File: src/hdl/msort_pkg.sv
package msort_pkg;

    localparam int VALUE_W       = 31;
    localparam int MAX_ITEMS_DEF = 64;

    typedef struct packed {
        logic [VALUE_W-1:0] value;
        logic               final_req;
    } t_in_item;

    typedef struct packed {
        logic [VALUE_W-1:0] sorted_value;
        logic               duplicate_error;
        logic               overflow;
        logic               last_out;
    } t_out_item;

    typedef enum logic [1:0] {
        ST_LOAD,
        ST_DRAIN,
        ST_ERR
    } t_state;

    typedef enum logic [1:0] {
        CMD_HOLD,
        CMD_INSERT,
        CMD_SHIFT,
        CMD_CLEAR
    } t_cell_cmd;

    // what one cell shows to its neighbours
    typedef struct packed {
        logic               valid;
        logic [VALUE_W-1:0] value;
        logic               gt;
    } t_cell_link;

endpackage

File: src/hdl/msort_cell.sv
module msort_cell (
    input  logic                             i_clk,
    input  logic                             i_rst_n,
    input  msort_pkg::t_cell_cmd             i_cmd,
    input  logic [msort_pkg::VALUE_W-1:0]    i_value,
    input  msort_pkg::t_cell_link            i_left,
    input  msort_pkg::t_cell_link            i_right,
    output msort_pkg::t_cell_link            o_link,
    output logic                             o_match
);
    import msort_pkg::*;

    logic               r_valid;
    logic               n_valid;
    logic [VALUE_W-1:0] r_value;
    logic [VALUE_W-1:0] n_value;
    logic               w_gt;

    assign w_gt    = r_valid && (r_value > i_value);
    assign o_match = r_valid && (r_value == i_value);
    assign o_link  = '{valid: r_valid, value: r_value, gt: w_gt};

    always_comb begin
        n_valid = r_valid;
        n_value = r_value;
        unique case (i_cmd)
            CMD_HOLD: begin
            end
            CMD_INSERT: begin
                if (i_left.gt) begin
                    // everything from here up moves one place right
                    n_valid = 1'b1;
                    n_value = i_left.value;
                end else if (i_left.valid && (!r_valid || w_gt)) begin
                    n_valid = 1'b1;
                    n_value = i_value;
                end
            end
            CMD_SHIFT: begin
                n_valid = i_right.valid;
                n_value = i_right.value;
            end
            CMD_CLEAR: begin
                n_valid = 1'b0;
            end
            default: begin
            end
        endcase
    end

    always_ff @(posedge i_clk) begin
        if (!i_rst_n) begin
            r_valid <= 1'b0;
        end else begin
            r_valid <= n_valid;
        end
    end

    always_ff @(posedge i_clk) begin
        r_value <= n_value;
    end

endmodule

File: config.mk
export PLATFORM = sky130hd
export DESIGN_NAME = msort_cell
export DESIGN_NICKNAME = d
export VERILOG_FILES = /design/src/hdl/msort_pkg.sv /design/src/hdl/msort_cell.sv
export SDC_FILE = /design/constraint.sdc
export NUM_CORES = 1
export LEC_CHECK = 0
export BUFFER_PORTS_ARGS = -buffer_cell sky130_fd_sc_hd__buf_2
export CAP_MARGIN = 20
export CORE_ASPECT_RATIO = 1.25
export CORE_MARGIN = 2
export CORE_UTILIZATION = 35
export DETAILED_ROUTE_END_ITERATION = 12
export PLACE_DENSITY = 0.71
export SKIP_CTS_REPAIR_TIMING = 1
export SLEW_MARGIN = 10
export SYNTH_ARGS = -nofsm -noshare
export SYNTH_HDL_FRONTEND = slang
export SYNTH_SLANG_ARGS = --single-unit
File: constraint.sdc
create_clock -name i_clk -period 5.2 [get_ports i_clk]
set_clock_uncertainty 0.1 [all_clocks]
set_input_delay 0.52 -clock i_clk [delete_from_list [all_inputs] [get_ports i_clk]]
set_output_delay 0.52 -clock i_clk [all_outputs]
set_load 0.05 [all_outputs]
==> results.txt <==
The total global routing track utilization is 0.1639. The number of nets produced by synthesis came out at 397. The path with the worst hold slack has its endpoint at r_valid. The number of flops mapped to enable cells by yosys is 31. The total overflow reported by the global router is 0. The post-route minimum period is 2986 ps.

The root buffer selected by CTS is sky130_fd_sc_hd__clkbuf_8. The area growth from synthesis to layout is 33.79%. The total of flip-flops plus latches after synthesis is 32. The count of max-cap constraint violations came out at 0. The cell depth of the worst hold path came out at 3. The worst setup path is captured at a primary output. The total negative slack came out at 0 ps. The maximum operating frequency is 0.3349 GHz. Clock latency on the worst-skew pair, taken at its later pin, is 280 ps.

For this run, design rule violations remaining after detail routing come to 0. The number of levels in the clock H-tree came out at 2. The die area is 0.007805 sq mm. For this design, the sink count on the clock tree is 32. In the synthesized netlist the dominant register cell turns out to be sky130_fd_sc_hd__edfxtp_1.

The footprint of the multi-input gates came out at 0.001358 sq mm. The congestion estimate from routability-driven global placement came to 0.7291. The data arrival time at the worst-slack endpoint came out at 2370 ps.

The smallest setup slack after layout is 2214 ps. The power per standard cell area came out at 240.7 mW/mm^2. The library cell used most frequently in the layout, excluding fill and tap cells, is sky130_fd_sc_hd__buf_2.

The die is 98.28 um tall. The number of global-route vias before repair is 2,341. The ratio of cells with drive above 1 in the final layout is 0.3797. In this run the deepest clock path goes through 2 buffers. The share of the Yosys chip area taken by registers is 0.3821. The net count of the finished layout is 526. Buffers inserted during clock tree synthesis total 5. The number of I/O pins is 135. The post-placement setup slack came out at 1936 ps. The startpoint of the worst-slack reg-to-reg timing path is r_value[25].

The worst setup path is launched from a flop. The portion of the clock cycle consumed by the worst path in the final layout came out at 0.5742. The number of vias per cell after detailed routing came out at 4.870.

The maximum fanout along the worst path came out at 4. The critical path class is reg2out. IR analysis of the VDD net gives a maximum drop of 0.1103 mV. The worst relative slew slack is 0.3313. The number of design-rule violations left by the first detailed-router iteration is 51. The first-pass iteration count of the detailed router came out at 4.

The synthesized cell area is 0.002489 sq mm. The number of setup violations in the final report came out at 0. Buffers placed on the I/O ports in this run total 133.

The worst endpoint required time came out at 4580 ps. Across the whole layout, storage elements account for 950.9 sq um. The worst-margin pin slew is 1003 ps. The synthesized design spends more area on one cell type than any other, namely sky130_fd_sc_hd__edfxtp_1. The starting density of the core is 0.3589. The antenna violation net count after detailed routing came out at 0. Across all hold checks on the routed design, the worst slack comes to 369.2 ps.

The first global-routing pass estimated 10,100 um of wire. The count of different cell masters after synthesis came out at 32. The number of antenna violations at the first check in global routing is 0. The floorplan has 34 rows. The width of the die is 79.42 um. The number of warnings issued by yosys came out at 0.

Fill cells in the final layout number 663. The flow ran to the end, and the final reports show no timing, DRC or antenna violations. Summed over all nets, the half-perimeter wirelength after detailed placement is 5070 um. The detailed-route via count came out at 2,362.

The analysis attributes to cell leakage a power of 1.727 nW. The number of antenna repair diodes is 0. The total count of hold-check failures in the final report is 0. Setup repair after global routing left no endpoint under its margin. Each instance of the synthesized netlist takes up on average 9.391 sq um. Leaving out fill and tap cells, the most frequent cells in the layout are 133 x sky130_fd_sc_hd__buf_2, 40 x sky130_fd_sc_hd__nand2_1, 34 x sky130_fd_sc_hd__o21ai_0, 33 x sky130_fd_sc_hd__inv_1. TritonCTS built the clock tree. The detail-routed net length per standard cell came out at 12.85 um.

The clock slew seen by the registers of the worst setup and hold paths came out at 60 ps. Of all flip-flops after synthesis, the portion carrying an async set or reset was 0. The total count of max-transition violations in the final report came to 0. The path class of the tightest hold or removal check is in2reg. Ranked by total cell area, the synthesized netlist is headed by sky130_fd_sc_hd__edfxtp_1 37%, sky130_fd_sc_hd__ha_1 16%, sky130_fd_sc_hd__mux2i_1 12%. The core region is 0.006934 sq mm. The worst register-to-register path has a setup slack of 2220 ps. The worst register-to-register path has a depth of 7. The proportion of netlist area held by the largest area contributor is 0.3741. The launch instance of the worst min-delay path is i_rst_n.

The largest net degree at the start of global routing is 50. The destination of the worst register-to-register timing path is r_value[9]. Synthesis handed over a netlist of 265 instances. The detailed-route wire length is 6232 um. The power consumption came out at 0.0008014 W.
worst max-delay path by stage:
stage | cells after the start | end | start | slack (ps)
finish | 7 | o_link[0] | r_value[13] | 2210
global route | 7 | r_value[9] | r_value[25] | 1920
CTS | 7 | r_value[9] | r_value[25] | 2150
detailed placement | 9 | r_value[2] | i_value[25] | 1940
global placement | 9 | r_value[1] | i_value[25] | 1980
floorplan | 6 | r_value[0] | r_value[25] | 2180
cell usage after synthesis (all sizes together), types with 2 or more instances:
cell type	instances
o21ai	36
nand2	40
inv	34
mux2i	31
nor2	4
a221oi	2
a211oi	2
nor4	3
nand3	4
ha	31
clkbuf	8
a21oi	15
edfxtp	31
nand4	7
buf	5
stage by stage:
| step | area, sq um | utilization | instances |
|---|---|---|---|
| after floorplan | 2489 | - | 265 |
| after global routing | 3329 | 0.4802 | 485 |
| after detailed placement | 3229 | 0.4657 | 477 |
| after global placement | 3229 | 0.4657 | 477 |
| after CTS | 3329 | 0.4802 | 485 |
| final | 3329 | 0.4802 | 485 |
routing by layer:
metal / global-route usage / share of wire / vias up / wire, um
li1: - / - / 1207 / -
met1: 0.1722 / 0.39 / 1068 / 2436
met2: 0.3135 / 0.53 / 82 / 3296
met3: 0.04713 / 0.071 / 5 / 445
met4: 0.03846 / 0.0087 / 0 / 54
met5: 0 / 0 / - / 0
sequential cells by signal, indices dropped and copies added (netlist names):
| name | flops |
|---|---|
| r_valid | 1 |
| r_value | 31 |
logic make-up (layout without fill, tap and decap cells):
kind of cell,after synthesis,after routing,synth area share
flip-flops,32,32,0.3821
buffers and inverters,47,177,0.07541
AND/OR/NAND/NOR,64,64,0.1297
adder cells (fa/ha/maj),31,31,0.1559
AO/OA/AOI/OAI,60,60,0.1322
multiplexers,31,31,0.1247
final cells by class:
type | instances | area share
Inverter | 34 | 0.03833
Sequential cell | 32 | 0.2856
Clock buffer | 8 | 0.03006
Tap cell | 90 | 0.03382
Timing Repair Buffer | 135 | 0.2044
Multi-Input combinational cell | 186 | 0.4077
power breakdown:
group	leakage, nW	total [W]	internal (W)	switching (W)
registers	0.308	0.000324	0.000313	0.0000116
logic	1.37	0.000264	0.0000934	0.000171
clock network	0.0515	0.000213	0.000121	0.0000922
worst max-delay path, stage by stage (launching register included):
cell and delay, ps:
sky130_fd_sc_hd__edfxtp_1 400, sky130_fd_sc_hd__ha_1 350, sky130_fd_sc_hd__nand4_2 190, sky130_fd_sc_hd__nor4_4 380, sky130_fd_sc_hd__a21oi_1 110, sky130_fd_sc_hd__a211o_1 290
sky130_fd_sc_hd__and2_1 160, sky130_fd_sc_hd__buf_2 210
(Power assumes the default switching activity.)
